**config.mk**
```make
export PLATFORM = sky130hd
export DESIGN_NAME = ice_alu
export DESIGN_NICKNAME = d
export VERILOG_FILES = /design/src/ice_pkg.sv /design/src/ice_alu.sv
export SDC_FILE = /design/constraint.sdc
export NUM_CORES = 1
export LEC_CHECK = 0
export BUFFER_PORTS_ARGS = -buffer_cell sky130_fd_sc_hd__buf_2
export CORE_ASPECT_RATIO = 0.7
export CORE_MARGIN = 8
export CORE_UTILIZATION = 40
export DETAILED_ROUTE_END_ITERATION = 10
export PLACE_DENSITY = 0.67
export SYNTH_ARGS = -nofsm -noshare
export SYNTH_HDL_FRONTEND = slang
export SYNTH_SLANG_ARGS = --single-unit
export TNS_END_PERCENT = 10
```
**constraint.sdc**
```tcl
create_clock -name vclk -period 13.9
set_input_delay 2.085 -clock vclk [all_inputs]
set_output_delay 2.085 -clock vclk [all_outputs]
set_load 0.02 [all_outputs]
```
**src/ice_pkg.sv**
```systemverilog
// Shared types and constants of the integer execute unit.
// Depends on nothing; every other file in src imports it.
package ice_pkg;

   localparam int REG_COUNT_DEF  = 32;
   localparam int DATA_WORDS_DEF = 32'h80000;

   localparam logic [4:0] LINK_REG = 5'd31;
   localparam int         LUI_SHIFT = 16;

   // operation codes
   localparam logic [4:0] OP_ADD  = 5'd0;
   localparam logic [4:0] OP_ADDI = 5'd1;
   localparam logic [4:0] OP_SUB  = 5'd2;
   localparam logic [4:0] OP_AND  = 5'd3;
   localparam logic [4:0] OP_ANDI = 5'd4;
   localparam logic [4:0] OP_OR   = 5'd5;
   localparam logic [4:0] OP_ORI  = 5'd6;
   localparam logic [4:0] OP_NOR  = 5'd7;
   localparam logic [4:0] OP_SLL  = 5'd8;
   localparam logic [4:0] OP_SRL  = 5'd9;
   localparam logic [4:0] OP_SLT  = 5'd10;
   localparam logic [4:0] OP_SLTI = 5'd11;
   localparam logic [4:0] OP_BEQ  = 5'd12;
   localparam logic [4:0] OP_BNE  = 5'd13;
   localparam logic [4:0] OP_J    = 5'd14;
   localparam logic [4:0] OP_JAL  = 5'd15;
   localparam logic [4:0] OP_JR   = 5'd16;
   localparam logic [4:0] OP_JALR = 5'd17;
   localparam logic [4:0] OP_LW   = 5'd18;
   localparam logic [4:0] OP_LUI  = 5'd19;
   localparam logic [4:0] OP_SW   = 5'd20;
   localparam logic [4:0] OP_IN   = 5'd21;
   localparam logic [4:0] OP_OUT  = 5'd22;
   localparam logic [4:0] OP_END  = 5'd23;

   // result status codes
   localparam logic [1:0] ST_CONT  = 2'd0;
   localparam logic [1:0] ST_FAULT = 2'd1;
   localparam logic [1:0] ST_END   = 2'd2;

   typedef struct packed {
      logic [4:0]         operation;
      logic [4:0]         dest_reg;
      logic [4:0]         src_reg;
      logic [4:0]         second_reg;
      logic signed [31:0] imm;
      logic               in_present;
      logic [7:0]         in_byte;
   } req_type;

   typedef struct packed {
      logic [1:0]  status;
      logic [31:0] next_pc;
      logic        out_valid;
      logic [7:0]  out_byte;
   } rsp_type;

   // what the execute logic asks of the stores and the result register
   typedef struct packed {
      logic        wr_en;
      logic [4:0]  wr_addr;
      logic [31:0] wr_data;
      logic        mem_rd;
      logic        mem_wr;
      logic [31:0] mem_addr;
      logic [31:0] next_pc;
      logic [1:0]  status;
      logic        out_valid;
      logic [7:0]  out_byte;
   } exec_type;

endpackage

```
**src/ice_alu.sv**
```systemverilog
// Execute logic: decodes one request against its operands and the counter,
// and says what to write and what to report. Depends on ice_pkg.
module ice_alu #(
   parameter int DATA_WORDS = ice_pkg::DATA_WORDS_DEF
) (
   input  ice_pkg::req_type  req,
   input  logic [31:0]       opnd_a,
   input  logic [31:0]       opnd_b,
   input  logic [31:0]       pc,
   output ice_pkg::exec_type exec
);
   import ice_pkg::*;

   logic [31:0] imm_u;
   logic [31:0] pc_inc;
   logic [31:0] sum;
   logic        addr_ok;
   logic [4:0]  shamt;

   always_comb begin
      imm_u   = req.imm;
      pc_inc  = pc + 32'd1;
      sum     = opnd_a + imm_u;
      addr_ok = sum < 32'(DATA_WORDS);
      shamt   = imm_u[4:0];

      exec           = '0;
      exec.next_pc   = pc_inc;
      exec.mem_addr  = sum;
      exec.status    = ST_CONT;
      exec.wr_addr   = req.dest_reg;

      case (req.operation)
         OP_ADD: begin
            exec.wr_en = 1'b1; exec.wr_data = opnd_a + opnd_b;
         end
         OP_ADDI: begin
            exec.wr_en = 1'b1; exec.wr_addr = req.second_reg; exec.wr_data = sum;
         end
         OP_SUB: begin
            exec.wr_en = 1'b1; exec.wr_data = opnd_a - opnd_b;
         end
         OP_AND: begin
            exec.wr_en = 1'b1; exec.wr_data = opnd_a & opnd_b;
         end
         OP_ANDI: begin
            exec.wr_en = 1'b1; exec.wr_addr = req.second_reg; exec.wr_data = opnd_a & imm_u;
         end
         OP_OR: begin
            exec.wr_en = 1'b1; exec.wr_data = opnd_a | opnd_b;
         end
         OP_ORI: begin
            exec.wr_en = 1'b1; exec.wr_addr = req.second_reg; exec.wr_data = opnd_a | imm_u;
         end
         OP_NOR: begin
            exec.wr_en = 1'b1; exec.wr_data = ~(opnd_a | opnd_b);
         end
         OP_SLL: begin
            exec.wr_en = 1'b1; exec.wr_data = opnd_b << shamt;
         end
         OP_SRL: begin
            exec.wr_en = 1'b1; exec.wr_data = opnd_b >> shamt;
         end
         OP_SLT: begin
            // set on less than or equal
            exec.wr_en   = 1'b1;
            exec.wr_data = {31'd0, $signed(opnd_a) <= $signed(opnd_b)};
         end
         OP_SLTI: begin
            exec.wr_en   = 1'b1;
            exec.wr_addr = req.second_reg;
            exec.wr_data = {31'd0, $signed(opnd_a) <= req.imm};
         end
         OP_BEQ: begin
            // incremented counter plus imm-1 is the old counter plus imm
            if (opnd_a == opnd_b) begin
               exec.next_pc = pc + imm_u;
            end
         end
         OP_BNE: begin
            if (opnd_a != opnd_b) begin
               exec.next_pc = pc + imm_u;
            end
         end
         OP_J: begin
            exec.next_pc = imm_u;
         end
         OP_JAL: begin
            exec.wr_en = 1'b1; exec.wr_addr = LINK_REG; exec.wr_data = pc_inc;
            exec.next_pc = imm_u;
         end
         OP_JR: begin
            exec.next_pc = opnd_a;
         end
         OP_JALR: begin
            exec.wr_en = 1'b1; exec.wr_addr = LINK_REG; exec.wr_data = pc_inc;
            exec.next_pc = opnd_a;
         end
         OP_LW: begin
            if (addr_ok) begin
               exec.mem_rd = 1'b1;
            end else begin
               exec.status = ST_FAULT;
            end
         end
         OP_LUI: begin
            exec.wr_en   = 1'b1;
            exec.wr_addr = req.second_reg;
            exec.wr_data = imm_u << LUI_SHIFT;
         end
         OP_SW: begin
            if (addr_ok) begin
               exec.mem_wr = 1'b1;
            end else begin
               exec.status = ST_FAULT;
            end
         end
         OP_IN: begin
            if (req.in_present) begin
               exec.wr_en   = 1'b1;
               exec.wr_addr = req.second_reg;
               exec.wr_data = {opnd_b[31:8], req.in_byte};
            end else begin
               exec.status = ST_FAULT;
            end
         end
         OP_OUT: begin
            exec.out_valid = 1'b1;
            exec.out_byte  = opnd_b[7:0];
         end
         OP_END: begin
            exec.status = ST_END;
         end
         default: begin
         end
      endcase
   end

endmodule

```
# After elaboration in Yosys (flattened, before gate mapping)
# Cells that the tools add are included.
[op_classes]
n_lt_le_gt_ge = 3
bitwise_logic = 5
shift = 2
n_reduce_logical = 7
mux = 14
eq_ne = 25
add_sub_neg = 5
[op_table]
columns = ["operator", "n"]
rows = [
  ["$pmux 32 s15", 1],
  ["$pmux 32 s4", 1],
  ["$add 32x32->32", 3],
  ["$and 32x32->32", 2],
  ["$le 32x32->1", 2],
  ["$mux 32", 2],
  ["$or 32x32->32", 2],
  ["$eq 5x4->1 const B", 8],
  ["$eq 5x5->1 const B", 8],
  ["$mux 38", 1],
  ["$add 32x1->32 const B", 1],
  ["$eq 32x32->1", 1],
  ["$lt 32x20->1 const B", 1],
  ["$ne 32x32->1", 1],
  ["$not 32->32", 1],
  ["$shl 32x5->32", 1],
  ["$shr 32x5->32", 1],
  ["$sub 32x32->32", 1],
  ["$eq 5x3->1 const B", 4],
  ["$pmux 5 s3", 1],
  ["$reduce_or 15->1", 1],
  ["$eq 5x2->1 const B", 2],
  ["$mux 9", 1],
  ["$reduce_or 2->1", 4],
  ["6 further kinds", 10],
]
[totals]
output_inout_bits = 115
word_cells = 61
ff_bits = 0
input_bits = 157

# Logic depth before layout (Yosys ltp)
# Gate-level depths: netlist of the first run.
[logic_depth]
depth_word = 4
mapped_depth = 15
ltp_nobuf = 12

# Worst setup path after synthesis of the first run
# OpenSTA, ideal clock, no wires.
[synth_timing]
path_type = "input to output"
startpoint = "input port req[11] (netlist bit)"
endpoint = "output port exec[75] (netlist bit)"
arrival_ps = 6141
t_required_ps = 11815
path_buffers = 4
stages = 15
setup_slack_ps = 5674
path_cell_list = "clkbuf_1 -> inv_1 -> buf_2 -> buf_1 -> buf_1 -> ha_1 -> o211ai_1 -> o21ai_0 -> o2111ai_1 -> a211oi_1 -> o21ai_0 -> o2111ai_1 -> a2111oi_4 -> nand3_1 -> nor4_2"
[synth_lines]
columns = ["item", "line", "source"]
rows = [
  ["start, declared", "ice_alu.sv:6", "input ice_pkg::req_type req,"],
  ["end, declared", "ice_alu.sv:10", "output ice_pkg::exec_type exec"],
]

==> run summary, run 1 <==
Status: completed
Area leader, netlist: ha_1
Post-synthesis adder-cell area fraction: 0.182
Buffers added on ports: 267
Setup TNS: 0 ps
Yosys top cell area share: 0.177
FP Rows: 60
Maximum number of pins on one net before global-route repair: 90
Yosys warns: 0
# IOs: 272
Dpl ws: 4970 ps
Seq/Total Area, Yosys: 0
Die Y: 182 µm
Critical path class: primary input to output port
# setup viols final: 0
Unrepaired setup endpoints after global routing: false
Largest family of logic cells by synthesized area: compound AO/OA/AOI/OAI gates
Worst Tran Pin Value: 1180 ps
Cts hold-fix bufs: 0
Mapped Nets: 2,695
Worst Hold Class: primary input to output port
Routed WL: 97,400 µm
Via Count: 20.9k
Worst Path Max Fanout: 55
Area delta synth->final: 10.1%
Nets: 2,838
Number of antenna violations at the first check in global routing: 4
Relative slew slack: 0.195
Die area: 45,900 µm²
Final WS setup: 4680 ps
Period minus WS final: 9220 ps
Maximum clock frequency: 108 MHz
Number of fillers in the final layout: 4,109
Worst Setup Start Kind: primary input
Post-Syn Area: 15,700 µm²
Tot GR Track Use: 0.394
Post-cts gate resize count: 0
Clock buffers: 0
GRT overflow: 0
Endpoint type of the worst setup path: output port
Fin crit share: 0.663
Detailed Route Iter0 Violations: 3,341
Synth area leaders: ha_1 (18%), a21oi_1 (5.9%), nor2_1 (5.4%)
Post-CTS Setup Repair Bufs: 0
Sequential Area: 0 µm²
Final Util: 0.448
Share of cells above drive strength 1: 0.160
Max-cap viol count: 0
Mean Syn Cell Area: 6.78 µm²
Critical path arrival: 7140 ps
Mapped Cells: 2,312
Post-synthesis simple-gate area fraction: 0.212
Vias per cell: 7.02
Multi-input logic area: 14,400 µm²
Drc violations: 0
Antenna Violating Nets Remaining: 0
Slew Limit Fails: 0
Hpwl dp: 79,200 µm
Num sequential: 0
Post-synthesis compound-gate area fraction: 0.387
Vias in the first global route: 19.0k
Die Span X: 253 µm
TritonRoute pass-1 iters: 9
Final Hold Viols: 0
CORE AREA: 38,500 µm²
XOR/XNOR share of the synthesized area: 0.0480
Starting Density: 0.407
Crit path required time: 11,810 ps
Post-synthesis mux area share: 0.0862
Routed len/inst: 32.6 µm
First-pass GRT wire length: 136,000 µm
Unique cell type count in the Yosys netlist: 92
GP Congestion: 1.04
-- critical path, cell delays in order --
cell and delay (ps):
buf_2 80, buf_4 500, inv_1 130, ha_1 440, o211ai_1 120, o21ai_0 400
o2111ai_1 160, buf_4 200, a211oi_1 840, or3_1 210, o2111ai_1 370, a2111oi_0 1080
a21bo_2 310, buf_2 160
-- final cells by class --
class	count	share of cell area
antenna	4	0.000580
inverter	162	0.0352
multi-input combinational	1994	0.835
tap	527	0.0382
timing repair buffer	297	0.0906
-- per-stage QoR --
stage	cells	cell area, µm²	hold slack [ps]
5_1_grt	2980	17200	4540
2_1_floorplan	2312	15700	4350
6_report	2984	17300	4520
4_1_cts	2980	17200	4520
3_5_place_dp	2980	17200	4520
3_3_place_gp	2980	17200	4520
-- worst paths after layout --
| path | cells past startpoint | from | to | slack (ps) |
|---|---|---|---|---|
| worst max-delay path | 14 | req[11] | exec[100] | 4680 |
| worst min-delay path | 3 | req[53] | exec[111] | 4520 |
-- layout by cell type, fill, tap and decap left out, drive strengths merged, types with 16 or more instances in the layout --
cell    netlist  final
mux2i        63     63
and3         16     16
a222oi       17     17
a31oi        16     16
ha          222    222
a22oi        45     45
a221o        19     19
o221ai       35     35
nand4        24     24
a21oi       186    186
and2         16     16
nor3         55     55
nor4         28     28
nand2b       29     29
o21ai       167    167
a21o         54     54
nand2       170    170
inv         161    161
nor2        226    226
o22ai        27     27
nor2b        18     18
buf          34    297
o211ai       33     33
mux2         30     30
a211oi       48     48
o21a         22     22
nand3        59     59
o21bai       31     31
a211o        17     17
mux4         17     17
xnor2        52     52
a221oi       30     30
xor2         34     34
-- cells in the mapped netlist (35+ instances only) --
master    instances
a211oi_1         47
inv_1           160
nor2_1          226
nor3_1           54
a21o_1           53
mux2i_1          63
nand3_1          59
a21oi_1         184
o21ai_0         164
a22oi_1          45
clkbuf_1        116
nand2_1         170
xnor2_1          52
o221ai_1         35
ha_1            222
-- metal layers --
layer  track usage  vias to the layer above  share of wire
li1              -                     9004              -
met1         0.577                    10100           0.43
met2         0.524                     1675           0.37
met3         0.167                      132           0.17
met4        0.0661                        4          0.021
met5             0                        -        0.00028
-- kinds of logic (layout without fill, tap and decap cells) --
group,Yosys count,after routing
AND/OR/NAND/NOR,700,700
adder cells (fa/ha/maj),226,226
XOR/XNOR,86,86
other,0,4
multiplexers,110,110
AO/OA/AOI/OAI,872,872
buffers and inverters,318,459
==> run 2: changes to the inputs <==
--- a/config.mk
+++ b/config.mk
@@ -10,7 +10,7 @@
 export CORE_MARGIN = 8
 export CORE_UTILIZATION = 40
 export DETAILED_ROUTE_END_ITERATION = 10
-export PLACE_DENSITY = 0.67
+export PLACE_DENSITY = 0.7
 export SYNTH_ARGS = -nofsm -noshare
 export SYNTH_HDL_FRONTEND = slang
 export SYNTH_SLANG_ARGS = --single-unit
==> constraint.sdc (replaced) <==
create_clock -name vclk -period 7.87
set_input_delay 1.1805 -clock vclk [all_inputs]
set_output_delay 1.1805 -clock vclk [all_outputs]
set_load 0.02 [all_outputs]
==> run summary, run 2 (synthesis gave the netlist of run 1 again) <==
Area delta synth->final: 10.6%
Routed len/inst: 31.6 µm
Commonest non-fill, non-tap cells in the layout: buf_2 (266), nor2_1 (222), ha_1 (222)
Final Util: 0.450
GRT overflow: 0
CP endpoint: exec[101]
Tot GR Track Use: 0.383
Sequential Area: 0 µm²
Clock buffers: 0
Buffers added on ports: 267
Vias in the first global route: 19.1k
Vias per cell: 7.00
DR top layer: met5
Critical path class: primary input to output port
Die Y: 182 µm
Num sequential: 0
Fin crit share: 0.902
Antenna Violating Nets Remaining: 0
Post-CTS Setup Repair Bufs: 0
Drc violations: 0
Worst Path Max Fanout: 8
Endpoint type of the worst setup path: output port
Maximum number of pins on one net before global-route repair: 70
TritonRoute pass-1 iters: 6
Max-cap viol count: 1
GP Congestion: 1.06
Period minus WS final: 7100 ps
Share of cells above drive strength 1: 0.163
Metal3 WL: 17,300 µm
Detailed Route Iter0 Violations: 3,126
Commonest non-fill, non-tap cell in the layout: buf_2
Hpwl dp: 76,700 µm
Critical Path Start: opnd_a[1]
Setup TNS: 0 ps
Failing checks: capacitance limit, slew limit
Die Span X: 253 µm
Placed Cells: 2,992
Post-DP Area: 17,300 µm²
Routed WL: 94,700 µm
Relative slew slack: -0.0743
Number of fillers in the final layout: 4,136
Unrepaired setup endpoints after global routing: false
Nets: 2,850
Maximum clock frequency: 141 MHz
Worst Tran Pin Value: 1610 ps
CORE AREA: 38,500 µm²
# IOs: 272
Met2 Wirelength: 35,700 µm
Status: finished with violations
FP Rows: 60
Worst Hold Class: primary input to output port
First-pass GRT wire length: 133,000 µm
Critical path arrival: 5920 ps
Starting Density: 0.407
Worst Setup Start Kind: primary input
Crit path required time: 6690 ps
Met1 Routed Length: 39,200 µm
Number of antenna violations at the first check in global routing: 6
Via Count: 21.0k
Die area: 45,900 µm²
Final Hold Viols: 0
# setup viols final: 0
Post-route insts no fill: 2,997
Post-cts gate resize count: 0
Design area: 17,300 µm²
Slew Limit Fails: 3
Cts hold-fix bufs: 0
run 2: how the worst min path moves through the flow:
stage	cells past startpoint	end	slack, ps	from
5_1_grt	3	exec[110]	2730	req[42]
3_3_place_gp	3	exec[110]	2720	req[42]
4_1_cts	3	exec[110]	2710	req[42]
2_1_floorplan	2	exec[0]	2540	opnd_b[0]
6_report	3	exec[110]	2710	req[42]
3_5_place_dp	3	exec[110]	2710	req[42]
run 2: critical path: stages:
cell       delay [ps]
buf_2             260
inv_1             240
fa_1              480
nand2b_1          200
a21oi_1           290
o21ai_1           350
a211oi_1          580
o21a_1            210
nor2_1             80
a2111oi_1        1380
o221ai_1          370
buf_2             280
run 2: final cells by class:
cell class / instances / area, µm² / area share
inverter: 162 / 608 / 0.0351
multi-input combinational: 1994 / 14400 / 0.831
tap: 527 / 659 / 0.0380
timing repair buffer: 309 / 1650 / 0.0954
antenna: 5 / 12.5 / 0.000722
run 2: per-stage QoR:
stage	worst slack, ps	hold WS (ps)
global route	899	2730
global placement	1300	2720
floorplan	1450	2540
CTS	1260	2710
finish	770	2710
detailed placement	1280	2710
run 2: per-layer routing:
metal | vias to the layer above | global-route usage
li1 | 9027 | -
met3 | 188 | 0.213
met2 | 1653 | 0.509
met1 | 10100 | 0.527
met5 | - | 0.0132
met4 | 10 | 0.0767
